## src/safd_pkg.sv

```systemverilog
// safd_pkg: shared types, widths, reset values and helpers of the stepper
// angle follow drive. No dependencies; imported by every module of the block.
package safd_pkg;

    localparam int ANGLE_BITS  = 10;
    localparam int PERIOD_BITS = 18;

    localparam int SCALE_W    = 18;
    localparam int CIRC_W     = 11;
    localparam int SPEED_W    = 7;
    localparam int IDLE_W     = 16;
    localparam int CFG_IDX_W  = 2;
    localparam int CFG_DATA_W = 18;

    localparam logic [SCALE_W-1:0] SCALE_RST = SCALE_W'(200000);
    localparam logic [CIRC_W-1:0]  CIRC_RST  = CIRC_W'(960);
    localparam logic [SPEED_W-1:0] MAXSP_RST = SPEED_W'(100);
    localparam logic [IDLE_W-1:0]  IDLE_RST  = IDLE_W'(1000);

    // error before saturation: wrapped error up to circle, plain error up to angle range
    localparam int ERR_W = (ANGLE_BITS + 1 > CIRC_W) ? ANGLE_BITS + 1 : CIRC_W;
    // divider serves both the scale division and the angle modulo
    localparam int DIV_W = (SCALE_W > ANGLE_BITS) ? SCALE_W : ANGLE_BITS;
    localparam int DIV_CNT_W = $clog2(DIV_W + 1);
    // tick counter must reach both the half period and the idle count
    localparam int CNT_W = (PERIOD_BITS > IDLE_W) ? PERIOD_BITS : IDLE_W;
    localparam int WIDE_W = (DIV_W > PERIOD_BITS) ? DIV_W : PERIOD_BITS;

    localparam logic REQ_ANGLE = 1'b0;
    localparam logic REQ_TICK  = 1'b1;

    typedef enum logic [CFG_IDX_W-1:0] {
        CFG_PULSE_SCALE   = 2'd0,
        CFG_CIRCLE_COUNTS = 2'd1,
        CFG_MAX_SPEED     = 2'd2,
        CFG_IDLE_TICKS    = 2'd3
    } cfg_idx_t;

    typedef enum logic [2:0] {
        ST_IDLE,
        ST_MODSTART,
        ST_MOD,
        ST_WRAP,
        ST_DIV,
        ST_RESULT
    } seq_state_t;

    typedef enum logic [1:0] {
        PH_IDLE,
        PH_LOW,
        PH_HIGH
    } phase_t;

    typedef struct packed {
        logic             start;
        logic [DIV_W-1:0] dividend;
        logic [DIV_W-1:0] divisor;
    } div_req_t;

    typedef struct packed {
        logic             done;
        logic [DIV_W-1:0] quotient;
        logic [DIV_W-1:0] remainder;
    } div_rsp_t;

    typedef struct packed {
        logic                   tick;
        logic                   speed_nz;
        logic [PERIOD_BITS-1:0] pending_half;
        logic [IDLE_W-1:0]      idle_ticks;
    } pulse_ctl_t;

    // clamp a quotient to the half period width
    function automatic logic [PERIOD_BITS-1:0] sat_period(input logic [DIV_W-1:0] q);
        logic [WIDE_W-1:0] q_wide;
        logic [WIDE_W-1:0] lim;
        logic [WIDE_W-1:0] res;
        q_wide = WIDE_W'(q);
        lim    = WIDE_W'({PERIOD_BITS{1'b1}});
        res    = (q_wide > lim) ? lim : q_wide;
        return res[PERIOD_BITS-1:0];
    endfunction

endpackage

```

## src/safd_div.sv

```systemverilog
// safd_div: shared restoring divider, one quotient bit per cycle.
// Depends on safd_pkg (div_req_t, div_rsp_t, DIV_W).
module safd_div (
    input  logic              clk,
    input  logic              rst_n,
    input  safd_pkg::div_req_t req,
    output safd_pkg::div_rsp_t rsp
);
    import safd_pkg::*;

    logic                 busy_reg, busy_next;
    logic                 done_reg, done_next;
    logic [DIV_CNT_W-1:0] cnt_reg, cnt_next;
    logic [DIV_W-1:0]     rem_reg, rem_next;
    logic [DIV_W-1:0]     quo_reg, quo_next;
    logic [DIV_W-1:0]     dsr_reg, dsr_next;
    logic [DIV_W:0]       shifted;
    logic [DIV_W:0]       trial;

    assign shifted = {rem_reg, quo_reg[DIV_W-1]};
    assign trial   = shifted - {1'b0, dsr_reg};

    always_comb
    begin
        busy_next = busy_reg;
        done_next = 1'b0;
        cnt_next  = cnt_reg;
        rem_next  = rem_reg;
        quo_next  = quo_reg;
        dsr_next  = dsr_reg;
        if (req.start)
        begin
            busy_next = 1'b1;
            cnt_next  = DIV_CNT_W'(DIV_W);
            rem_next  = '0;
            quo_next  = req.dividend;
            dsr_next  = req.divisor;
        end
        else if (busy_reg)
        begin
            // trial subtract; a borrow keeps the shifted remainder
            if (!trial[DIV_W])
            begin
                rem_next = trial[DIV_W-1:0];
                quo_next = {quo_reg[DIV_W-2:0], 1'b1};
            end
            else
            begin
                rem_next = shifted[DIV_W-1:0];
                quo_next = {quo_reg[DIV_W-2:0], 1'b0};
            end
            cnt_next = cnt_reg - 1'b1;
            if (cnt_reg == DIV_CNT_W'(1))
            begin
                busy_next = 1'b0;
                done_next = 1'b1;
            end
        end
    end

    always_ff @(posedge clk or negedge rst_n)
    begin
        if (!rst_n)
        begin
            busy_reg <= 1'b0;
            done_reg <= 1'b0;
            cnt_reg  <= '0;
        end
        else
        begin
            busy_reg <= busy_next;
            done_reg <= done_next;
            cnt_reg  <= cnt_next;
        end
    end

    always_ff @(posedge clk)
    begin
        rem_reg <= rem_next;
        quo_reg <= quo_next;
        dsr_reg <= dsr_next;
    end

    // field order: done, quotient, remainder
    assign rsp = {done_reg, quo_reg, rem_reg};

`ifndef SYNTH
    a_no_restart: assert property (@(posedge clk) disable iff (!rst_n)
        req.start |-> !busy_reg)
        else $error("divider started while busy");
    a_done_idle: assert property (@(posedge clk) disable iff (!rst_n)
        done_reg |-> !busy_reg)
        else $error("divider done while still busy");
    a_last_step: assert property (@(posedge clk) disable iff (!rst_n)
        (busy_reg && !req.start && cnt_reg == DIV_CNT_W'(1)) |=> done_reg)
        else $error("divider finished without done");
`endif

endmodule

```

## src/safd_pulse.sv

```systemverilog
// safd_pulse: step pulse generator advanced by tick requests (low half, high
// half, idle wait). Depends on safd_pkg (pulse_ctl_t, phase_t, widths).
module safd_pulse (
    input  logic                clk,
    input  logic                rst_n,
    input  safd_pkg::pulse_ctl_t ctl,
    output logic                step_level
);
    import safd_pkg::*;

    phase_t                 phase_reg, phase_next;
    logic [CNT_W-1:0]       count_reg, count_next;
    logic [PERIOD_BITS-1:0] active_reg, active_next;
    logic                   step_reg, step_next;
    logic [CNT_W-1:0]       cnt_inc;
    logic [CNT_W-1:0]       limit;
    logic                   hit;

    assign cnt_inc = count_reg + 1'b1;
    assign limit   = (phase_reg == PH_IDLE) ? CNT_W'(ctl.idle_ticks) : CNT_W'(active_reg);
    assign hit     = (cnt_inc >= limit);

    always_comb
    begin
        phase_next = phase_reg;
        if (ctl.tick && hit)
        begin
            case (phase_reg)
                PH_LOW:  phase_next = PH_HIGH;
                default: phase_next = ctl.speed_nz ? PH_LOW : PH_IDLE;
            endcase
        end
    end

    always_comb
    begin
        count_next  = count_reg;
        active_next = active_reg;
        step_next   = step_reg;
        if (ctl.tick)
        begin
            if (!hit)
            begin
                count_next = cnt_inc;
            end
            else
            begin
                count_next = '0;
                case (phase_reg)
                    PH_LOW:
                    begin
                        step_next = 1'b1;
                    end
                    default:
                    begin
                        // period start: latch the new half period
                        if (ctl.speed_nz)
                        begin
                            active_next = ctl.pending_half;
                            step_next   = 1'b0;
                        end
                    end
                endcase
            end
        end
    end

    always_ff @(posedge clk or negedge rst_n)
    begin
        if (!rst_n)
        begin
            phase_reg  <= PH_IDLE;
            count_reg  <= '0;
            active_reg <= '0;
            step_reg   <= 1'b0;
        end
        else
        begin
            phase_reg  <= phase_next;
            count_reg  <= count_next;
            active_reg <= active_next;
            step_reg   <= step_next;
        end
    end

    assign step_level = step_reg;

`ifndef SYNTH
    a_rise_from_low: assert property (@(posedge clk) disable iff (!rst_n)
        $rose(step_reg) |-> $past(phase_reg) == PH_LOW)
        else $error("step rose outside the low half");
    a_low_is_low: assert property (@(posedge clk) disable iff (!rst_n)
        (phase_reg == PH_LOW) |-> !step_reg)
        else $error("step high during low half");
    a_hold_no_tick: assert property (@(posedge clk) disable iff (!rst_n)
        !ctl.tick |=> $stable(phase_reg) && $stable(count_reg))
        else $error("pulse state moved without a tick");
`endif

endmodule

```

## src/stepper_angle_follow_drive_top.sv

```systemverilog
// stepper_angle_follow_drive_top: request sequencer, configuration registers,
// speed/direction state and output register. Depends on safd_pkg, safd_div, safd_pulse.
//
//   channel  | handshake               | payload
//   ---------+-------------------------+-------------------------------------------
//   in       | in_valid / in_ready     | req_type, target_angle, measured_angle
//   out      | out_valid / out_ready   | step_level, direction, speed_value
//   cfg      | cfg_valid / cfg_ready   | cfg_index, cfg_data
//
// A tick request does the pulse update, then the result load.
// An angle update makes one pass of the shared divider for the wrap modulo and one
// for pulse_scale/speed; a small circle or a zero speed skips the respective pass.
// One request is in flight at a time; the next is accepted while the previous
// result waits in the output register.
// Reset is asynchronous active low; cfg_ready is always high.
module stepper_angle_follow_drive_top (
    input  logic                                clk,
    input  logic                                rst_n,
    input  logic                                in_valid,
    output logic                                in_ready,
    input  logic                                req_type,
    input  logic [safd_pkg::ANGLE_BITS-1:0]     target_angle,
    input  logic [safd_pkg::ANGLE_BITS-1:0]     measured_angle,
    output logic                                out_valid,
    input  logic                                out_ready,
    output logic                                step_level,
    output logic                                direction,
    output logic [safd_pkg::SPEED_W-1:0]        speed_value,
    input  logic                                cfg_valid,
    output logic                                cfg_ready,
    input  logic [safd_pkg::CFG_IDX_W-1:0]      cfg_index,
    input  logic [safd_pkg::CFG_DATA_W-1:0]     cfg_data
);
    import safd_pkg::*;

    seq_state_t             state_reg, state_next;
    logic [SCALE_W-1:0]     scale_reg;
    logic [CIRC_W-1:0]      circ_reg;
    logic [SPEED_W-1:0]     max_speed_reg;
    logic [IDLE_W-1:0]      idle_reg;

    logic                   neg_reg, neg_next;
    logic [ANGLE_BITS-1:0]  abs_reg, abs_next;
    logic [ANGLE_BITS-1:0]  rem_reg, rem_next;
    logic [SPEED_W-1:0]     speed_reg, speed_next;
    logic                   dir_reg, dir_next;
    logic [PERIOD_BITS-1:0] pending_reg, pending_next;

    logic                   out_valid_reg, out_valid_next;
    logic                   out_dir_reg, out_dir_next;
    logic [SPEED_W-1:0]     out_speed_reg, out_speed_next;
    logic                   out_step_reg, out_step_next;

    div_req_t               div_req;
    div_rsp_t               div_rsp;
    pulse_ctl_t             pulse_ctl;
    logic                   pulse_step;

    logic                   in_acc;
    logic                   out_free;
    logic [ANGLE_BITS:0]    diff;
    logic [ANGLE_BITS:0]    mag;
    logic                   circ_big;
    logic [ERR_W-1:0]       r_ext;
    logic [ERR_W-1:0]       circ_ext;
    logic [ERR_W-1:0]       half_ext;
    logic                   wrap;
    logic [ERR_W-1:0]       err;
    logic                   dir_w;
    logic [SPEED_W-1:0]     speed_w;

    assign in_ready  = (state_reg == ST_IDLE);
    assign in_acc    = in_valid && in_ready;
    assign out_free  = !out_valid_reg || out_ready;
    assign cfg_ready = 1'b1;

    // signed difference and its magnitude
    assign diff = {1'b0, target_angle} - {1'b0, measured_angle};
    assign mag  = diff[ANGLE_BITS] ? (~diff + 1'b1) : diff;

    // shortest-path wrap of the reduced error
    assign circ_big = (circ_reg >= CIRC_W'(2));
    assign r_ext    = ERR_W'(rem_reg);
    assign circ_ext = ERR_W'(circ_reg);
    assign half_ext = ERR_W'(circ_reg >> 1);
    assign wrap     = circ_big && (r_ext > half_ext);
    assign err      = wrap ? (circ_ext - r_ext) : r_ext;
    assign dir_w    = wrap ? neg_reg : (!neg_reg || (rem_reg == '0));
    assign speed_w  = (err > ERR_W'(max_speed_reg)) ? max_speed_reg : err[SPEED_W-1:0];

    // next state
    always_comb
    begin
        state_next = state_reg;
        case (state_reg)
            ST_IDLE:
            begin
                if (in_acc)
                begin
                    state_next = (req_type == REQ_TICK) ? ST_RESULT : ST_MODSTART;
                end
            end
            ST_MODSTART: state_next = circ_big ? ST_MOD : ST_WRAP;
            ST_MOD:
            begin
                if (div_rsp.done)
                begin
                    state_next = ST_WRAP;
                end
            end
            ST_WRAP: state_next = (speed_w != '0) ? ST_DIV : ST_RESULT;
            ST_DIV:
            begin
                if (div_rsp.done)
                begin
                    state_next = ST_RESULT;
                end
            end
            ST_RESULT:
            begin
                if (out_free)
                begin
                    state_next = ST_IDLE;
                end
            end
            default: state_next = ST_IDLE;
        endcase
    end

    // datapath controls
    always_comb
    begin
        neg_next         = neg_reg;
        abs_next         = abs_reg;
        rem_next         = rem_reg;
        speed_next       = speed_reg;
        dir_next         = dir_reg;
        pending_next     = pending_reg;
        out_valid_next   = out_valid_reg && !out_ready;
        out_dir_next     = out_dir_reg;
        out_speed_next   = out_speed_reg;
        out_step_next    = out_step_reg;
        div_req.start    = 1'b0;
        div_req.dividend = DIV_W'(abs_reg);
        div_req.divisor  = DIV_W'(circ_reg);
        pulse_ctl.tick         = 1'b0;
        pulse_ctl.speed_nz     = (speed_reg != '0);
        pulse_ctl.pending_half = pending_reg;
        pulse_ctl.idle_ticks   = idle_reg;
        case (state_reg)
            ST_IDLE:
            begin
                if (in_acc)
                begin
                    if (req_type == REQ_TICK)
                    begin
                        pulse_ctl.tick = 1'b1;
                    end
                    else
                    begin
                        neg_next = diff[ANGLE_BITS];
                        abs_next = mag[ANGLE_BITS-1:0];
                    end
                end
            end
            ST_MODSTART:
            begin
                if (circ_big)
                begin
                    div_req.start = 1'b1;
                end
                else
                begin
                    rem_next = abs_reg;
                end
            end
            ST_MOD:
            begin
                if (div_rsp.done)
                begin
                    rem_next = div_rsp.remainder[ANGLE_BITS-1:0];
                end
            end
            ST_WRAP:
            begin
                speed_next = speed_w;
                dir_next   = dir_w;
                if (speed_w != '0)
                begin
                    div_req.start    = 1'b1;
                    div_req.dividend = DIV_W'(scale_reg);
                    div_req.divisor  = DIV_W'(speed_w);
                end
                else
                begin
                    pending_next = '0;
                end
            end
            ST_DIV:
            begin
                if (div_rsp.done)
                begin
                    pending_next = sat_period(div_rsp.quotient);
                end
            end
            ST_RESULT:
            begin
                if (out_free)
                begin
                    out_valid_next = 1'b1;
                    out_dir_next   = dir_reg;
                    out_speed_next = speed_reg;
                    out_step_next  = pulse_step;
                end
            end
            default: ;
        endcase
    end

    always_ff @(posedge clk or negedge rst_n)
    begin
        if (!rst_n)
        begin
            state_reg     <= ST_IDLE;
            scale_reg     <= SCALE_RST;
            circ_reg      <= CIRC_RST;
            max_speed_reg <= MAXSP_RST;
            idle_reg      <= IDLE_RST;
            speed_reg     <= '0;
            dir_reg       <= 1'b1;
            pending_reg   <= '0;
            out_valid_reg <= 1'b0;
        end
        else
        begin
            state_reg     <= state_next;
            speed_reg     <= speed_next;
            dir_reg       <= dir_next;
            pending_reg   <= pending_next;
            out_valid_reg <= out_valid_next;
            if (cfg_valid && cfg_ready)
            begin
                case (cfg_idx_t'(cfg_index))
                    CFG_PULSE_SCALE:   scale_reg     <= cfg_data[SCALE_W-1:0];
                    CFG_CIRCLE_COUNTS: circ_reg      <= cfg_data[CIRC_W-1:0];
                    CFG_MAX_SPEED:     max_speed_reg <= cfg_data[SPEED_W-1:0];
                    CFG_IDLE_TICKS:    idle_reg      <= cfg_data[IDLE_W-1:0];
                    default: ;
                endcase
            end
        end
    end

    always_ff @(posedge clk)
    begin
        neg_reg       <= neg_next;
        abs_reg       <= abs_next;
        rem_reg       <= rem_next;
        out_dir_reg   <= out_dir_next;
        out_speed_reg <= out_speed_next;
        out_step_reg  <= out_step_next;
    end

    safd_div u_div (
        .clk   (clk),
        .rst_n (rst_n),
        .req   (div_req),
        .rsp   (div_rsp)
    );

    safd_pulse u_pulse (
        .clk        (clk),
        .rst_n      (rst_n),
        .ctl        (pulse_ctl),
        .step_level (pulse_step)
    );

    assign out_valid   = out_valid_reg;
    assign step_level  = out_step_reg;
    assign direction   = out_dir_reg;
    assign speed_value = out_speed_reg;

`ifndef SYNTH
    a_tick_short: assert property (@(posedge clk) disable iff (!rst_n)
        (in_acc && req_type == REQ_TICK) |=> state_reg == ST_RESULT)
        else $error("tick request did not go straight to result");
    a_div_done_state: assert property (@(posedge clk) disable iff (!rst_n)
        div_rsp.done |-> (state_reg == ST_MOD || state_reg == ST_DIV))
        else $error("divider result outside a wait state");
    a_result_load: assert property (@(posedge clk) disable iff (!rst_n)
        (state_reg == ST_RESULT && out_free) |=> (out_valid_reg && state_reg == ST_IDLE))
        else $error("result not loaded into output register");
`endif

endmodule
```

## config.mk

```make
export PLATFORM = sky130hd
export DESIGN_NAME = stepper_angle_follow_drive_top
export DESIGN_NICKNAME = d
export VERILOG_FILES = /design/src/safd_pkg.sv /design/src/safd_div.sv /design/src/safd_pulse.sv /design/src/stepper_angle_follow_drive_top.sv
export SDC_FILE = /design/constraint.sdc
export NUM_CORES = 1
export LEC_CHECK = 0
export ABC_AREA = 1
export BUFFER_PORTS_ARGS = -buffer_cell sky130_fd_sc_hd__buf_2
export CELL_PAD_IN_SITES_DETAIL_PLACEMENT = 0
export CELL_PAD_IN_SITES_GLOBAL_PLACEMENT = 2
export CORE_MARGIN = 2
export CORE_UTILIZATION = 28
export DETAILED_ROUTE_END_ITERATION = 8
export GPL_ROUTABILITY_DRIVEN = 0
export PLACE_DENSITY_LB_ADDON = 0.12
export SYNTH_ARGS = -nofsm -noshare
export SYNTH_HDL_FRONTEND = slang
export SYNTH_HIERARCHICAL = 1
export SYNTH_SLANG_ARGS = --single-unit
```

## constraint.sdc

```tcl
create_clock -name clk -period 5 [get_ports clk]
set_input_delay 0.5 -clock clk [delete_from_list [all_inputs] [get_ports clk]]
set_output_delay 0.5 -clock clk [all_outputs]
set_load 0.005 [all_outputs]
```

==> qor.txt <==
Final min period: 4.46 ns
routed vias/inst: 4.38
clk root buf: clkbuf_16
Setup TNS Final: 0 ns
Synth cell types: 48
pin count of the biggest net entering global routing: 85
CTS H-Tree Depth: 1
register area share after synthesis: 0.429
crit-path max FO: 21
critical path type: reg2reg
met3 usage: 0.0200
startpoint types: flop
drt first-iter violations: 642
most frequent cell after synthesis: nand2_1
Hold Violations, Final: 0
CTS max path bufs: 3
Tot GR Track Use: 0.160
Worst EP arrival: 4.87 ns
Worst Tran Pin Value: 1.04 ns
clock slew seen by the registers of the worst setup and hold paths: 0.06 ns
ANT nets after route: 0
Yosys warning count: 6
Finish-stage setup viols: 0
PostCTS Resize Cnt: 0
clock skew: 0.0140 ns
Synth area leader: dfrtp_1
Pwr Total: 4630 uW
Post-Syn Area: 13000 um^2
Crit. End Element: flop
Largest stage delay, worst path: 0.56 ns
# Max-Cap Violations: 0
Synth top area share: 0.208
I/O Pins: 58
CTS Buf Count: 26
Post-CTS Setup Inserts: 0
Die Height: 219 um
fin crit share: 0.892
slowest library cell on the worst path: dfstp_2
CTS Sinks: 212
status: finished, final reports clean
share of layout cells above drive strength 1: 0.127
CTS tree: built
Area Growth Syn to Fin: 14.9%
Max-slew headroom: 0.305
Core Region: 45600 um^2
initial antenna violation count: 0
DRC violations left: 0
met2 usage in global routing: 0.273
fmax: 0.224 GHz
Synth top cells by count: nand2_1, inv_1, nand3_1
dominant synthesized flop cell: dfrtp_1
Clock Latency Late Sink: 0.55 ns
number of global-route vias before repair: 10539
First-pass DRT Iterations: 5
drt total wl: 37200 um
met1 Track Usage GR: 0.219
#FFs+latches synth: 212
Synth Instances: 1682
Hold Path Class: in2async
vias: 10360
hpwl dp: 29000 um
maximum vdd drop: 216 uV
Req. time, crit path: 5.42 ns
Hold Slack: 0.0286 ns
EDFF count, synth: 66
row cnt: 78
die area: 48100 um^2
most used routing layer: met2
# hold bufs at CTS: 0
width of the die: 219 um
Leak: 0.00767 uW
GRT overflow: 0
Nets: 1872
Slew Viols, Final: 0
Area contributors post-synth: dfrtp_1, nand2_1, edfxtp_1
antenna cell count: 0
port buffer count: 56
PwrDens: 310 nW/um^2
Avg WL per Cell: 15.7 um
first-pass GRT wire length: 59900 um
RSZ-0062 raised after global routing: false
Synth async-reset ratio: 0.604
Starting Density: 0.285
Synth Area per Inst: 7.72 um^2
cell type report:
| class | count | area, um^2 |
|---|---|---|
| Fill cell | 4918 | 30700 |
| Clock buffer | 43 | 847 |
| Multi-Input combinational cell | 1183 | 6280 |
| Clock inverter | 5 | 105 |
| Inverter | 248 | 931 |
| Sequential cell | 212 | 5570 |
| Tap cell | 600 | 751 |
| Timing Repair Buffer | 75 | 433 |
power breakdown:
| group | internal [uW] | switching (uW) | leakage, uW | total [uW] |
|---|---|---|---|---|
| registers | 1880 | 53.5 | 0.00232 | 1930 |
| logic | 222 | 398 | 0.00488 | 620 |
| clock network | 1310 | 770 | 0.000468 | 2080 |
worst max-delay path, delay by kind of cell, from the launching register on:
| kind | cells | cell delay [ns] |
|---|---|---|
| AO/OA/AOI/OAI | 2 | 0.52 |
| adder cells (fa/ha/maj) | 2 | 0.58 |
| AND/OR/NAND/NOR | 18 | 1.92 |
| flip-flops | 1 | 0.56 |
| buffers and inverters | 6 | 0.71 |
routing by layer:
metal  share of wire  routed length [um]
met5               0                   0
met4           0.015                 540
met3           0.029                1070
met2            0.48               17800
met1            0.48               17800
through the flow:
step | setup WS [ns] | cell area, um^2 | util | std cells
3_5_place_dp | 0.400 | 14000 | 0.306 | 2318
3_3_place_gp | 0.458 | 14000 | 0.306 | 2318
5_1_grt | 0.0171 | 14900 | 0.327 | 2366
2_1_floorplan | 0.198 | 13000 | - | 1688
4_1_cts | 0.372 | 14900 | 0.327 | 2366
6_report | 0.542 | 14900 | 0.327 | 2366
logic make-up (layout without fill, tap and decap cells):
family,count (synthesis),after routing,share of synthesized area
and+or+nand+nor,895,895,0.301
AOI/OAI and AO/OA,144,144,0.0596
muxes,16,16,0.0123
buffers and inverters,293,371,0.0905
DFF,212,212,0.429
adders and majority gates,80,80,0.0788
other,2,8,0.000578
xor gates and xnor gates,40,40,0.0281
cells in the final DEF, fill, tap and decap left out, types with 5 or more instances in the layout:
master / netlist / final
a21oi_1: 47 / 47
buf_2: 5 / 55
buf_4: 6 / 18
clkbuf_1: 27 / 6
clkbuf_16: 0 / 28
clkbuf_8: 0 / 9
conb_1: 2 / 8
dfrtp_1: 108 / 108
dfstp_2: 20 / 20
dfxtp_1: 18 / 18
edfxtp_1: 66 / 66
ha_1: 77 / 77
inv_1: 242 / 242
inv_2: 5 / 5
mux2i_1: 16 / 16
nand2_1: 587 / 586
nand2_2: 31 / 31
nand2_4: 7 / 8
nand3_1: 110 / 110
nand3_2: 6 / 6
nand4_1: 31 / 31
nor2_1: 72 / 70
nor2_2: 14 / 16
nor3_1: 16 / 15
o21a_1: 5 / 5
o21ai_0: 76 / 76
or2_2: 7 / 7
xnor2_1: 12 / 12
xor2_1: 26 / 26
worst paths after layout:
path | startpoint | end | slack, ns | depth (start not counted)
max | circ_ext[6] | u_div/busy_reg | 0.54 | 28
max reg2reg | circ_ext[6] | u_div/busy_reg | 0.54 | 28
min | rst_n | u_pulse/count_reg[11] | 0.03 | 1
max in group asynchronous | rst_n | pending_reg[17] | 3.81 | 2
min reg2reg | u_pulse/step_level | step_level | 0.45 | 0
min in group clk | cfg_data[17] | scale_reg[17] | 0.20 | 3
(Power assumes the default switching activity.)
